### config.mk
export PLATFORM = sky130hd
export DESIGN_NAME = tlqe_emit
export DESIGN_NICKNAME = d
export VERILOG_FILES = /design/src/tlqe_pkg.sv /design/src/tlqe_emit.sv
export SDC_FILE = /design/constraint.sdc
export NUM_CORES = 1
export LEC_CHECK = 0
export ABC_CLOCK_PERIOD_IN_PS = 5300
export BUFFER_PORTS_ARGS = -buffer_cell sky130_fd_sc_hd__buf_2
export CORE_AREA = 2 2 236 238
export DETAILED_ROUTE_END_ITERATION = 10
export DIE_AREA = 0 0 238 240
export SYNTH_ARGS = -nofsm -noshare
export SYNTH_HDL_FRONTEND = slang
export SYNTH_SLANG_ARGS = --single-unit
### constraint.sdc
create_clock -name clk -period 5.3 [get_ports clk]
set_input_delay 1.325 -clock clk [delete_from_list [all_inputs] [get_ports clk]]
set_output_delay 1.325 -clock clk [all_outputs]
set_load 0.02 [all_outputs]
### src/tlqe_pkg.sv
// ----------------------------------------------------------------------------
// tlqe_pkg
// Shared widths, constants and types for the thick line quad expander.
// ----------------------------------------------------------------------------
package tlqe_pkg;

  localparam int IN_W       = 16;  // input coordinate width, signed
  localparam int WIDTH_W    = 12;  // thickness width, unsigned
  localparam int RGBA_W     = 32;
  localparam int IDX_W      = 3;
  localparam int MAG_W      = 16;  // magnitude of an input difference
  localparam int KBITS      = 12;  // offset magnitude bits, result is 0 to 2048
  localparam int S_W        = 34;  // squared length
  localparam int LIM_W      = 56;  // squared scaled thickness
  localparam int ACC_W      = 64;  // cell accumulators, signed
  localparam int OFF_W      = 14;  // signed offset
  localparam int SUM_W      = 34;  // vertex sum before saturation
  localparam int IN_TDATA_W = 112; // 108 bits of fields, padded to bytes

  localparam int DEF_COORD_WIDTH = 16;

  localparam logic [IDX_W-1:0] VTX_FIRST = 3'd0;
  localparam logic [IDX_W-1:0] VTX_LAST  = 3'd5;

  typedef struct packed {
    logic signed [IN_W-1:0] sx;
    logic signed [IN_W-1:0] sy;
    logic signed [IN_W-1:0] ex;
    logic signed [IN_W-1:0] ey;
    logic [RGBA_W-1:0]      rgba;
    logic                   dy_pos;  // x offset takes the negative sign
    logic                   dx_neg;  // y offset takes the negative sign
  } pay_t;

  // One search lane: p = (2k-1)^2 * s, q = (2k-1) * s, limit and result bits.
  typedef struct packed {
    logic signed [ACC_W-1:0] p;
    logic signed [ACC_W-1:0] q;
    logic [LIM_W-1:0]        lim;
    logic [KBITS-1:0]        k;
  } lane_t;

  typedef struct packed {
    pay_t           pay;
    logic [S_W-1:0] s;
    lane_t          lx;
    lane_t          ly;
  } cell_t;

endpackage

### src/tlqe_emit.sv
// ----------------------------------------------------------------------------
// tlqe_emit
// Holds one finished segment and sends its six saturated vertices.
// ----------------------------------------------------------------------------
module tlqe_emit #(
  parameter int COORD_WIDTH = tlqe_pkg::DEF_COORD_WIDTH
) (
  input  logic                            clk,
  input  logic                            rst,
  input  logic                            in_valid,
  output logic                            in_ready,
  input  tlqe_pkg::cell_t                 in_data,
  output logic                            m_tvalid,
  input  logic                            m_tready,
  output logic [((2*COORD_WIDTH+tlqe_pkg::RGBA_W+7)/8)*8-1:0] m_tdata,
  output logic [tlqe_pkg::IDX_W-1:0]      m_tuser,
  output logic                            m_tlast
);

  localparam logic signed [tlqe_pkg::SUM_W-1:0] SAT_HI =
    (34'sd1 <<< (COORD_WIDTH - 1)) - 34'sd1;
  localparam logic signed [tlqe_pkg::SUM_W-1:0] SAT_LO = -SAT_HI - 34'sd1;

  logic                               busy;
  logic [tlqe_pkg::IDX_W-1:0]         idx;
  tlqe_pkg::pay_t                     pay;
  logic signed [tlqe_pkg::OFF_W-1:0]  hx, hy;
  logic signed [tlqe_pkg::OFF_W-1:0]  magx, magy;
  logic                               use_end, plus;
  logic [COORD_WIDTH-1:0]             vx, vy;

  function automatic logic [COORD_WIDTH-1:0] place(
    logic signed [tlqe_pkg::IN_W-1:0] base, logic signed [tlqe_pkg::OFF_W-1:0] off,
    logic add);
    logic signed [tlqe_pkg::SUM_W-1:0] b;
    logic signed [tlqe_pkg::SUM_W-1:0] o;
    logic signed [tlqe_pkg::SUM_W-1:0] v;
    b = {{(tlqe_pkg::SUM_W-tlqe_pkg::IN_W){base[tlqe_pkg::IN_W-1]}}, base};
    o = {{(tlqe_pkg::SUM_W-tlqe_pkg::OFF_W){off[tlqe_pkg::OFF_W-1]}}, off};
    v = add ? b + o : b - o;
    if (v > SAT_HI) v = SAT_HI;
    else if (v < SAT_LO) v = SAT_LO;
    return v[COORD_WIDTH-1:0];
  endfunction

  assign in_ready = !busy || (m_tready && idx == tlqe_pkg::VTX_LAST);

  assign magx = {2'b00, in_data.lx.k};
  assign magy = {2'b00, in_data.ly.k};

  always_ff @(posedge clk) begin
    if (rst) begin
      busy <= 1'b0;
      idx  <= tlqe_pkg::VTX_FIRST;
    end else if (in_ready && in_valid) begin
      busy <= 1'b1;
      idx  <= tlqe_pkg::VTX_FIRST;
    end else if (busy && m_tready) begin
      if (idx == tlqe_pkg::VTX_LAST) begin
        busy <= 1'b0;
      end else begin
        idx <= idx + 3'd1;
      end
    end
  end

  always_ff @(posedge clk) begin
    if (in_ready && in_valid) begin
      pay <= in_data.pay;
      hx  <= in_data.pay.dy_pos ? -magx : magx;
      hy  <= in_data.pay.dx_neg ? -magy : magy;
    end
  end

  // Order: start+h, start-h, end+h, end+h, start-h, end-h.
  always_comb begin
    case (idx) inside
      3'd0:       begin use_end = 1'b0; plus = 1'b1; end
      3'd1, 3'd4: begin use_end = 1'b0; plus = 1'b0; end
      3'd2, 3'd3: begin use_end = 1'b1; plus = 1'b1; end
      default:    begin use_end = 1'b1; plus = 1'b0; end
    endcase
  end

  assign vx = place(use_end ? pay.ex : pay.sx, hx, plus);
  assign vy = place(use_end ? pay.ey : pay.sy, hy, plus);

  always_comb begin
    m_tdata = '0;
    m_tdata[COORD_WIDTH-1:0]                 = vx;
    m_tdata[2*COORD_WIDTH-1:COORD_WIDTH]     = vy;
    m_tdata[2*COORD_WIDTH+tlqe_pkg::RGBA_W-1:2*COORD_WIDTH] = pay.rgba;
  end

  assign m_tvalid = busy;
  assign m_tuser  = idx;
  assign m_tlast  = (idx == tlqe_pkg::VTX_LAST);

endmodule

==> flow_metrics.tcl <==
set metrics [dict create \
    fmax_mhz 176.7 \
    vias 5959 \
    synth_top_flop_cell "edfxtp_1" \
    timing.final.crit_share 1.068 \
    grt_antenna_before_repair 11 \
    synth_top_cell_by_area "edfxtp_1" \
    dp_slack_ps -546.6 \
    worstMarginPinSlew_ps 935.9 \
    clk_latency_ps 470 \
    globalRoute.totalOverflow 0 \
    critical_path_class "register to output pin" \
    drv_cap 0 \
    nets 1495 \
    place_hpwl_mm 19.25 \
    synth_top_cell_area_share 0.4939 \
    drc 0 \
    viasPerCell 3.625 \
    area_growth_pct 53.16 \
    critPathCaptureType "output pin" \
    rows 86 \
    power_leakage_nw 4.558 \
    drtIter0Drc 206 \
    ys_ff_latch 128 \
    grt_max_degree 66 \
    drive_gt1_frac 0.5304 \
    fp.dieW_um 238 \
    firstDrtPassIters 4 \
    cp_data_required_time_ps 3970 \
    place_congestion 0.8251 \
    power_density_mw_per_mm2 386.3 \
    htree_levels 4 \
    drtAntennaViolNets 0 \
    synth_cells 627 \
    initial_core_util 0.1379 \
    status "finished, violations left" \
    hold-worst-slack_ps 563.3 \
    slew_viol_final 0 \
    fin_skew_ps 10.36 \
    clkTransAtPathRegs_ps 70 \
    grt_pass1_vias 6179 \
    die_area_mm2 0.05712 \
    io_pins 598 \
    post-route-min-period_ps 5659 \
    clockRootBuffer "clkbuf_16" \
    netlist_area_mm2 0.007538 \
    grt_pass1_wl_mm 35.29 \
    coreArea_mm2 0.05466 \
    slew_headroom 0.3761 \
    start_kind "register" \
    synth_async_sr_flop_share 0 \
    layout_setup_ws_ps -359.5 \
    hp-class "register to register" \
    final_hold_viol_count 0 \
    synth_edf_count 124 \
    yosysSeqAreaShare 0.5046 \
    drt_wl_total_mm 24.41 \
    syn_area_per_cell_um2 12.02 \
    synth_cell_types 59 \
    port_buffers 195 \
    finalSetupViolCount 32 \
    yosysWarnings 0 \
    rsz0062_at_grt "yes" \
    hold_buffers 0 \
    cts_num_sinks 128 \
    synth_area_leaders "edfxtp_1, ha_1, xnor2_1" \
    critical_path.max_fanout 8 \
    cts_tree "yes" \
    worstPathArrival_ps 4330 \
    violations "setup timing" \
    ir_drop_mv 0.3183 \
    dieHeight_um 240 \
    rrSetupSlack_ps 2690 \
    syn_nets 1198 \
    cts.path.max_buffers 2 \
    routedWlPerCell_um 14.85 \
    gr-usage-all-layers 0.08654 \
    cts_made_buffers 17 \
]
[power breakdown]
part	leakage [nW]	total, W	switching, W	internal, W
registers	1.22	0.00121	0.0000283	0.00118
clock network	0.298	0.00120	0.000565	0.000639
logic	3.05	0.00205	0.00105	0.00100
total	4.56	0.00446	0.00164	0.00282
[routing by layer]
metal,up-vias,track usage,share of wire
met2,187,0.1353,0.45
met5,-,0,0.0042
li1,2899,-,-
met1,2804,0.09804,0.43
met3,53,0.03800,0.076
met4,16,0.05057,0.039
[cell families (layout without fill, tap and decap cells)]
| logic type | Yosys count | in the layout | share of synthesized area |
|---|---|---|---|
| XOR/XNOR | 71 | 72 | 0.08647 |
| multiplexers | 35 | 35 | 0.05195 |
| other | 0 | 3 | 0 |
| AO/OA/AOI/OAI | 119 | 119 | 0.1036 |
| AND/OR/NAND/NOR | 133 | 133 | 0.08714 |
| flip-flops | 128 | 128 | 0.5046 |
| buffers and inverters | 68 | 377 | 0.05311 |
| adder cells (fa/ha/maj) | 73 | 73 | 0.1132 |
[registers in the layout, summed over array words and instances (netlist names)]
register and cells:
hx 14, hy 14, m_tvalid 1, pay 64, m_tuser 3, m_tdata 32
[cell type report]
| class | count | area (µm²) |
|---|---|---|
| Antenna cell | 3 | 7.507 |
| Clock inverter | 15 | 178.9 |
| Timing Repair Buffer | 321 | 2246 |
| Fill cell | 5907 | 43120 |
| Clock buffer | 17 | 425.4 |
| Sequential cell | 128 | 3811 |
| Inverter | 24 | 95.09 |
| Multi-Input combinational cell | 432 | 3901 |
| Tap cell | 704 | 880.8 |
[layout by cell type, fill, tap and decap left out, types with 7 or more instances in the layout]
master / synthesis / layout
clkbuf_16: 0 / 17
xnor2_2: 0 / 8
buf_6: 3 / 37
buf_2: 2 / 164
ha_1: 41 / 26
mux2_2: 33 / 24
nand3_1: 9 / 9
edfxtp_1: 124 / 124
a21oi_2: 0 / 9
nor2_1: 32 / 29
nand2b_1: 9 / 7
a21o_1: 14 / 14
buf_4: 32 / 112
o31ai_1: 15 / 12
mux2_4: 0 / 9
o21ai_0: 22 / 12
xor2_1: 13 / 12
nor3_1: 8 / 7
ha_4: 0 / 12
nand2_1: 40 / 39
inv_8: 0 / 7
maj3_2: 0 / 30
inv_1: 24 / 17
a21oi_1: 35 / 25
xnor2_1: 56 / 48
[final timing paths]
kind                            startpoint           to  depth (start not counted)
worst max-delay path                 hx[0]   m_tdata[9]                         14
worst min-delay path              m_tvalid     m_tvalid                          2
worst max register to register  m_tuser[1]  m_tdata[34]                          8
worst min register to register    m_tvalid     m_tvalid                          2
[cell usage after synthesis (2+ instances only)]
master / count
and2_1: 4
nor2b_1: 5
xnor3_2: 2
o31a_1: 3
a31oi_1: 4
nor3_1: 8
ha_1: 41
nand2b_1: 9
o31ai_1: 15
or3_1: 3
buf_4: 32
mux2_2: 33
nand4_1: 2
buf_6: 3
nor3b_1: 2
and3_1: 3
xnor2_1: 56
or2_2: 5
a21o_1: 14
nand3_1: 9
o41a_1: 2
o21ai_0: 22
dfxtp_1: 4
nand4b_1: 2
inv_1: 24
mux2i_1: 2
fa_1: 2
buf_2: 2
o41ai_1: 4
nor2_1: 32
a211oi_1: 2
or4_1: 3
maj3_1: 30
o21a_1: 2
o211ai_1: 3
xor2_1: 13
edfxtp_1: 124
nand2_1: 40
a21oi_1: 35
clkbuf_1: 7
[worst max-delay path: stages (launching register included)]
cell	delay, ps
edfxtp_1	410
inv_2	110
ha_4	140
or3b_4	380
or3_4	350
or2_4	260
o41ai_4	260
xnor2_2	180
ha_4	240
and3_4	190
a2111oi_4	370
a21oi_2	140
xnor3_2	350
maj3_2	370
buf_6	140
[per-stage QoR]
stage	TNS (ps)	area [µm²]	utilization	power [W]	cells
2_1_floorplan	0	7546	-	0.002167	627
3_3_place_gp	-7677	9945	0.1819	0.002825	1590
3_5_place_dp	-10890	9945	0.1819	0.002840	1590
4_1_cts	-12440	11360	0.2078	0.004483	1638
5_1_grt	-13600	11540	0.2111	0.004678	1642
6_report	-8224	11550	0.2112	0.004460	1644
[timing repair]
action / CTS / global route
setup buffers: 13 / 4
resized for setup: 179 / 33
cloned: 3 / 1
pin swaps: 49 / 31
endpoints found under the setup margin: 32 / 32
No activity file was read; power rests on OpenSTA's default activity.
