## src/tlqe_pkg.sv

```systemverilog
// ----------------------------------------------------------------------------
// tlqe_pkg
// Shared widths, constants and types for the thick line quad expander.
// ----------------------------------------------------------------------------
package tlqe_pkg;

  localparam int IN_W       = 16;  // input coordinate width, signed
  localparam int WIDTH_W    = 12;  // thickness width, unsigned
  localparam int RGBA_W     = 32;
  localparam int IDX_W      = 3;
  localparam int MAG_W      = 16;  // magnitude of an input difference
  localparam int KBITS      = 12;  // offset magnitude bits, result is 0 to 2048
  localparam int S_W        = 34;  // squared length
  localparam int LIM_W      = 56;  // squared scaled thickness
  localparam int ACC_W      = 64;  // cell accumulators, signed
  localparam int OFF_W      = 14;  // signed offset
  localparam int SUM_W      = 34;  // vertex sum before saturation
  localparam int IN_TDATA_W = 112; // 108 bits of fields, padded to bytes

  localparam int DEF_COORD_WIDTH = 16;

  localparam logic [IDX_W-1:0] VTX_FIRST = 3'd0;
  localparam logic [IDX_W-1:0] VTX_LAST  = 3'd5;

  typedef struct packed {
    logic signed [IN_W-1:0] sx;
    logic signed [IN_W-1:0] sy;
    logic signed [IN_W-1:0] ex;
    logic signed [IN_W-1:0] ey;
    logic [RGBA_W-1:0]      rgba;
    logic                   dy_pos;  // x offset takes the negative sign
    logic                   dx_neg;  // y offset takes the negative sign
  } pay_t;

  // One search lane: p = (2k-1)^2 * s, q = (2k-1) * s, limit and result bits.
  typedef struct packed {
    logic signed [ACC_W-1:0] p;
    logic signed [ACC_W-1:0] q;
    logic [LIM_W-1:0]        lim;
    logic [KBITS-1:0]        k;
  } lane_t;

  typedef struct packed {
    pay_t           pay;
    logic [S_W-1:0] s;
    lane_t          lx;
    lane_t          ly;
  } cell_t;

endpackage

```

## src/tlqe_cell.sv

```systemverilog
// ----------------------------------------------------------------------------
// tlqe_cell
// One step of the offset search: decides result bit BIT for both lanes.
// ----------------------------------------------------------------------------
module tlqe_cell #(
  parameter int BIT = 0
) (
  input  logic            clk,
  input  logic            rst,
  input  logic            in_valid,
  output logic            in_ready,
  input  tlqe_pkg::cell_t in_data,
  output logic            out_valid,
  input  logic            out_ready,
  output tlqe_pkg::cell_t out_data
);

  // Tries k + 2^BIT: (2c-1)^2 s = p + 2^(BIT+2) q + 2^(2BIT+2) s.
  function automatic tlqe_pkg::lane_t step(tlqe_pkg::lane_t l,
                                           logic [tlqe_pkg::S_W-1:0] s);
    tlqe_pkg::lane_t r;
    logic signed [tlqe_pkg::ACC_W-1:0] sv;
    logic signed [tlqe_pkg::ACC_W-1:0] pc;
    logic signed [tlqe_pkg::ACC_W-1:0] lv;
    logic capped;
    r  = l;
    sv = $signed({{(tlqe_pkg::ACC_W-tlqe_pkg::S_W){1'b0}}, s});
    lv = $signed({{(tlqe_pkg::ACC_W-tlqe_pkg::LIM_W){1'b0}}, l.lim});
    pc = l.p + (l.q <<< (2 + BIT)) + (sv <<< (2 + 2 * BIT));
    // Once the top bit is set the offset is at its ceiling of 2048.
    capped = (BIT < tlqe_pkg::KBITS - 1) && l.k[tlqe_pkg::KBITS-1];
    if (!capped && (pc <= lv)) begin
      r.p      = pc;
      r.q      = l.q + (sv <<< (1 + BIT));
      r.k[BIT] = 1'b1;
    end
    return r;
  endfunction

  assign in_ready = !out_valid || out_ready;

  always_ff @(posedge clk) begin
    if (rst) begin
      out_valid <= 1'b0;
    end else if (in_ready) begin
      out_valid <= in_valid;
    end
  end

  always_ff @(posedge clk) begin
    if (in_ready && in_valid) begin
      out_data.pay <= in_data.pay;
      out_data.s   <= in_data.s;
      out_data.lx  <= step(in_data.lx, in_data.s);
      out_data.ly  <= step(in_data.ly, in_data.s);
    end
  end

endmodule

```

## config.mk

```make
export PLATFORM = sky130hd
export DESIGN_NAME = tlqe_cell
export DESIGN_NICKNAME = d
export VERILOG_FILES = /design/src/tlqe_pkg.sv /design/src/tlqe_cell.sv
export SDC_FILE = /design/constraint.sdc
export NUM_CORES = 1
export LEC_CHECK = 0
export ABC_AREA = 1
export BUFFER_PORTS_ARGS = -buffer_cell sky130_fd_sc_hd__buf_2
export CORE_AREA = 3 3 404 406
export DETAILED_ROUTE_END_ITERATION = 10
export DIE_AREA = 0 0 407 409
export GPL_ROUTABILITY_DRIVEN = 0
export SLEW_MARGIN = 0
export SYNTH_ARGS = -nofsm -noshare
export SYNTH_HDL_FRONTEND = slang
export SYNTH_SLANG_ARGS = --single-unit
```

## constraint.sdc

```tcl
create_clock -name clk -period 86.6 [get_ports clk]
set_input_delay 4.33 -clock clk [delete_from_list [all_inputs] [get_ports clk]]
set_output_delay 4.33 -clock clk [all_outputs]
set_load 0.03 [all_outputs]
```

==> results of run 1 <==
==> sequential cells by signal, indices dropped and copies added, names as in the netlist <==
signal     count
out_data     524
out_valid      1
==> worst paths after layout <==
kind                            slack [ns]    startpoint       endpoint
worst max register to register       83.01     out_valid  out_data[469]
worst min-delay path                  0.55     out_valid      out_valid
worst min register to register        0.55     out_valid      out_valid
worst max-delay path                 75.97  in_data[393]  out_data[274]
==> cells by family (layout without fill, tap and decap cells) <==
logic type | Yosys count | in the layout | share of synthesized area (%)
buffers and inverters | 733 | 1853 | 7.322
AND/OR/NAND/NOR | 2506 | 2506 | 25.99
AO/OA/AOI/OAI | 542 | 542 | 7.556
flip-flops | 525 | 525 | 39.69
adder cells (fa/ha/maj) | 426 | 426 | 14.79
other | 0 | 21 | 0
XOR/XNOR | 211 | 211 | 4.656
==> worst max-delay path: cells and delay by family <==
family	cells	cell delay (ns)
simple gates	18	3.36
fa+ha+maj	4	1.41
buf+inv	6	1.25
compound gates	2	0.35
xor+xnor	1	0.19
==> area by class of cell <==
type                    instances  area [um2]
diodes                         21       52.55
repair buffers               1072        5425
multi-input cells            3685       21070
fillers                     17155      110500
clock inverters                46       412.9
well taps                    2160        2703
clock buffers                  81        1793
inverters                     654        2457
flip-flops and latches        525       15760
==> per-stage QoR <==
stage / area, um2 / util, % / total power, mW
finish: 49670 / 31.01 / 1.008
floorplan: 39690 / - / 0.5909
CTS: 49620 / 30.97 / 1.014
global route: 49640 / 30.99 / 1.063
global placement: 47410 / 29.60 / 0.7131
detailed placement: 47410 / 29.60 / 0.7186
==> per-layer routing <==
layer  vias to the layer above  global-route usage (%)  wire length, um
li1                      18515                       -                -
met1                     18942                   29.12            79920
met2                      2270                   36.46            89160
met3                       405                   7.558            22970
met4                        30                   11.28            10810
met5                         -                       0              204
==> power by group <==
part	switching, mW	internal, mW	total, mW
registers	0.0107	0.312	0.323
clock network	0.129	0.160	0.289
logic	0.279	0.117	0.396
==> placed cells by master, fill, tap and decap left out, types with 4 or more instances in the layout <==
cell type / synthesis / final
o21a_1: 18 / 18
clkinv_4: 0 / 5
clkinvlp_4: 0 / 5
buf_4: 2 / 18
nand4_1: 39 / 39
nand2_1: 1529 / 1529
nand2_4: 1 / 4
nor3_1: 57 / 57
and2_1: 4 / 4
nor4_1: 17 / 17
o21bai_1: 31 / 31
inv_1: 645 / 645
a21oi_1: 290 / 289
buf_2: 34 / 1053
clkbuf_16: 0 / 70
nand3_2: 8 / 8
ha_1: 354 / 354
o21ai_0: 126 / 126
clkinv_1: 1 / 13
nor2_1: 411 / 411
diode_2: 0 / 21
inv_2: 8 / 7
fa_1: 72 / 72
a21o_1: 20 / 20
clkinv_2: 0 / 9
nand3b_1: 10 / 10
xor2_1: 143 / 143
a31oi_1: 28 / 28
clkbuf_1: 27 / 11
nor2_2: 16 / 16
inv_6: 0 / 8
a21boi_0: 6 / 6
and3_1: 8 / 8
edfxtp_1: 524 / 524
o21ai_1: 5 / 5
nand3_1: 393 / 392
xnor2_1: 68 / 68
==> flow_summary.json, run 1 <==
{
  "power_density_mw_per_mm2": 20.29,
  "yosysMostFrequentCell": "nand2_1",
  "routed_wirelength_um": 203100,
  "synth_fp_nets": 5897,
  "grt_remaining_overflow": 0,
  "synth_top_area_share_pct": 39.64,
  "async_reset_ff_share_pct": 0,
  "dp.cells": 8096,
  "cp-end-kind": "flip-flop",
  "postCtsSetupRepairBufs": 0,
  "post-route-min-period_ns": 10.63,
  "leakagePower_nw": 23.91,
  "worst_clock_skew_ns": 0.03240,
  "root_buffer": "clkbuf_16",
  "antenna_found_initial": 74,
  "rsz0062_at_grt": "no",
  "avgSynthCellArea_um2": 8.030,
  "tns_ns": 0,
  "antenna_left": 0,
  "holdBufCountCts": 0,
  "slowest_stage": "nor3_1",
  "synth_edf_count": 524,
  "critPathMaxFanout": 79,
  "hold-path-cell-count": 2,
  "drtIter0Drc": 4060,
  "outcome": "finished clean",
  "cts_tree": "yes",
  "ys_seq_area_share_pct": 39.69,
  "netlist_top_cells_count": "nand2_1, inv_1, edfxtp_1",
  "cts_buffer_depth": 3,
  "pin_count": 1054,
  "initial_core_util_pct": 24.78,
  "layout-drive-gt1-share_pct": 20.27,
  "crit_arrival_ns": 11.06,
  "grt_use_total_pct": 23.42,
  "die_w_um": 407,
  "tightest_slew_ns": 1.050,
  "insertion_delay_ns": 0.70,
  "hpwl_um": 169100,
  "yosysWarnings": 0,
  "hp-class": "reg2reg",
  "first_pass_iters": 6,
  "clkSinkCount": 525,
  "setup_violations": 0,
  "ff2ff_path_depth": 4,
  "post_cts_resized": 0,
  "crit_type": "in2reg",
  "ys_ff_latch": 525,
  "period_share_pct": 12.27,
  "stdcell_count": 8244,
  "drv_cap": 0,
  "drc": 0,
  "slew_headroom_pct": 30.01,
  "final-max-slew-violation-count": 0,
  "rows": 147,
  "clkTransAtPathRegs_ns": 0.06,
  "synth_area_leaders": "edfxtp_1, nand2_1, ha_1, inv_1, nand3_1",
  "cp.required_ns": 87.03,
  "fin_hold_ws_ns": 0.5502,
  "grt_pass1_vias": 38255,
  "synth_area_leader_cell": "edfxtp_1",
  "cts_inserted_buffers": 70,
  "ys.flop_type": "edfxtp_1",
  "syn_inst": 4943,
  "nNetsFinal": 6962,
  "die-area_mm2": 0.1665,
  "wire_per_inst_um": 24.63,
  "area_growth_pct": 25.13,
  "crit_path_max_incr_delay_ns": 0.62,
  "netlist_area_mm2": 0.03969,
  "synth_cell_type_count": 52,
  "die_h_um": 409,
  "grt_start_max_net_pins": 116,
  "place_ws_ns": 75.37,
  "port_buffers": 1053,
  "vias_per_cell": 4.872,
  "setup_slack_ns": 75.97,
  "htreeDepth": 3,
  "critPathLaunchType": "primary input",
  "grt_pass1_wl_um": 277600,
  "vias": 40162,
  "fmax_ghz": 0.09411,
  "path_common_cell": "nand2_1",
  "core-area_mm2": 0.1602,
  "finalHoldViolations": 0,
  "vdd_drop_max_mv": 0.01482
}
Note: power is estimated with default switching activity, not from simulation.
==> run 2: changes to the inputs <==
==> constraint.sdc (replaced) <==
create_clock -name clk -period 9.3 [get_ports clk]
set_input_delay 0.465 -clock clk [delete_from_list [all_inputs] [get_ports clk]]
set_output_delay 0.465 -clock clk [all_outputs]
set_load 0.03 [all_outputs]
==> run 2 against run 1 <==
Clock power increased to 9.2 times the previous value. Sequential cell count unchanged. Combinational power increased to 9.5 times the previous value. Sequential power increased to 9.3 times the previous value. Die area unchanged. Critical path type unchanged. Highest routed layer unchanged.
==> flow_summary.json, run 2 (synthesis gave the netlist of run 1 again) <==
{
  "hp-class": "in2reg",
  "power_density_mw_per_mm2": 181.8,
  "hold_end": "out_data[196]",
  "slew_headroom_pct": 20.58,
  "vdd_drop_max_mv": 0.1375,
  "dp.cells": 8092,
  "cts_inserted_buffers": 68,
  "stdcell_count": 8471,
  "p_switching_mw": 3.877,
  "core-area_mm2": 0.1602,
  "nNetsFinal": 7188,
  "die-area_mm2": 0.1665,
  "finalHoldViolations": 0,
  "hold-path-cell-count": 3,
  "vias_per_cell": 4.873,
  "crit_type": "in2reg",
  "grt_pass1_vias": 39662,
  "combPwrFrac_pct": 40.0,
  "clkTransAtPathRegs_ns": 0.06,
  "p_int_mw": 5.568,
  "grt_pass1_wl_um": 282800,
  "top_register": "out_data",
  "fmax_ghz": 0.1412,
  "cts_buffer_depth": 3,
  "min_from": "in_data[196]",
  "rows": 147,
  "crit_arrival_ns": 7.49,
  "antenna_found_initial": 57,
  "hpwl_um": 169100,
  "vias": 41276,
  "routed_wirelength_um": 205800,
  "power_frac_seq_pct": 31.9,
  "reg_top3": "out_data: 524 flops, out_valid: 1 flops",
  "critPathLaunchType": "primary input",
  "area_growth_pct": 30.90,
  "die_h_um": 409,
  "swShare_pct": 41.05,
  "tightest_slew_ns": 1.191,
  "slowest_stage": "nor3_1",
  "mostFrequentLayoutCells": "nand2_1, buf_2, inv_1",
  "drv_cap": 0,
  "pin_count": 1054,
  "rsz0062_at_grt": "no",
  "htreeDepth": 3,
  "grt_start_max_net_pins": 140,
  "grt_use_total_pct": 23.74,
  "antenna_left": 0,
  "r2r-start": "out_valid",
  "crit_path_max_incr_delay_ns": 0.57,
  "drc": 0,
  "r2r-end": "out_data[288]",
  "cp.required_ns": 9.71,
  "drtIter0Drc": 4028,
  "layout-drive-gt1-share_pct": 19.40,
  "period_share_pct": 76.17,
  "initial_core_util_pct": 24.78,
  "pwr-share-clk_pct": 28.1,
  "cts_tree": "yes",
  "final-max-slew-violation-count": 0,
  "total_power_mw": 9.445,
  "final_common_cell": "nand2_1",
  "first_pass_iters": 8,
  "clkSinkCount": 525,
  "grt_remaining_overflow": 0,
  "postCtsSetupRepairBufs": 0,
  "cp-end-kind": "flip-flop",
  "wire_per_inst_um": 24.29,
  "die_w_um": 407,
  "largest_reg_flops": 524,
  "critPathMaxFanout": 47,
  "root_buffer": "clkbuf_16",
  "outcome": "finished clean",
  "worst_clock_skew_ns": 0.01883,
  "post-route-min-period_ns": 7.084,
  "ff2ff_path_depth": 3,
  "port_buffers": 1053,
  "r2r_setup_slack_ns": 6.64,
  "path_common_cell": "nand2_1",
  "setup_violations": 0,
  "insertion_delay_ns": 0.68,
  "leakagePower_nw": 24.85
}
==> run 2: cell types whose count changed in the layout (fill, tap and decap cells not counted), sizes merged <==
cell         change
buf              -4
dlygate4sd3    +232
clkinv           -1
clkbuf           +2
diode            +5
inv              -8
clkinvlp         -1
bufinv           +2
==> run 2: final cells by class <==
| class | count | area, um2 |
|---|---|---|
| antenna | 26 | 65.06 |
| timing repair buffer | 1300 | 7742 |
| clock inverter | 38 | 372.9 |
| inverter | 654 | 2457 |
| multi-input combinational | 3685 | 21080 |
| fill | 16903 | 108200 |
| sequential | 525 | 15760 |
| tap | 2160 | 2703 |
| clock buffer | 83 | 1779 |
==> run 2: how the worst max path moves through the flow <==
stage	from	end	slack, ns	cells after the start
floorplan	out_valid	out_data[0]	-0.34	1
global placement	in_data[393]	out_data[310]	2.35	31
detailed placement	in_data[393]	out_data[345]	2.26	31
CTS	in_data[393]	out_data[310]	2.40	32
global route	in_data[393]	out_data[310]	1.82	32
finish	in_data[393]	out_data[345]	2.22	32
==> run 2: worst max-delay path, delay by kind of cell <==
kind,cells,cell delay (ns)
and+or+nand+nor,18,3.26
adders and majority gates,4,1.44
AOI/OAI and AO/OA,2,0.29
xor gates and xnor gates,1,0.17
buffers and inverters,7,1.79
==> run 2: stage by stage <==
| step | hold WS, ns | TNS, ns | util, % | setup WS [ns] | instance area (um2) |
|---|---|---|---|---|---|
| after global routing | 0.02272 | 0 | 32.41 | 1.820 | 51920 |
| final | 0.06962 | 0 | 32.43 | 2.216 | 51960 |
| after global placement | 0.5100 | 0 | 29.60 | 2.355 | 47420 |
| after floorplan | 0.5244 | -175.76 | - | -0.3354 | 39710 |
| after CTS | 0.003550 | 0 | 32.39 | 2.396 | 51890 |
| after detailed placement | 0.5211 | 0 | 29.60 | 2.255 | 47420 |
==> run 2: power by group through the flow <==
stage / sequential, mW / combinational [mW] / clock [mW]
2_1_floorplan: 3.48 / 1.93 / 0
3_3_place_gp: 3.06 / 3.60 / 0
3_5_place_dp: 3.05 / 3.65 / 0
4_1_cts: 3.01 / 3.74 / 2.73
5_1_grt: 3.02 / 4.12 / 2.81
6_report: 3.01 / 3.78 / 2.65
==> run 2: timing repair <==
action / in CTS / in global routing
setup endpoints to repair: 0 / 0
gates resized for setup: 0 / 0
hold buffers: 232 / 0
endpoints found under the hold margin: 232 / 0
==> run 2: layer usage <==
layer	vias to the layer above	global-route usage (%)	part of all wire, %
li1	18977	-	-
met2	2297	36.77	44
met5	-	0	0.10
met4	32	13.84	6.5
met1	19480	28.50	38
met3	490	8.070	12
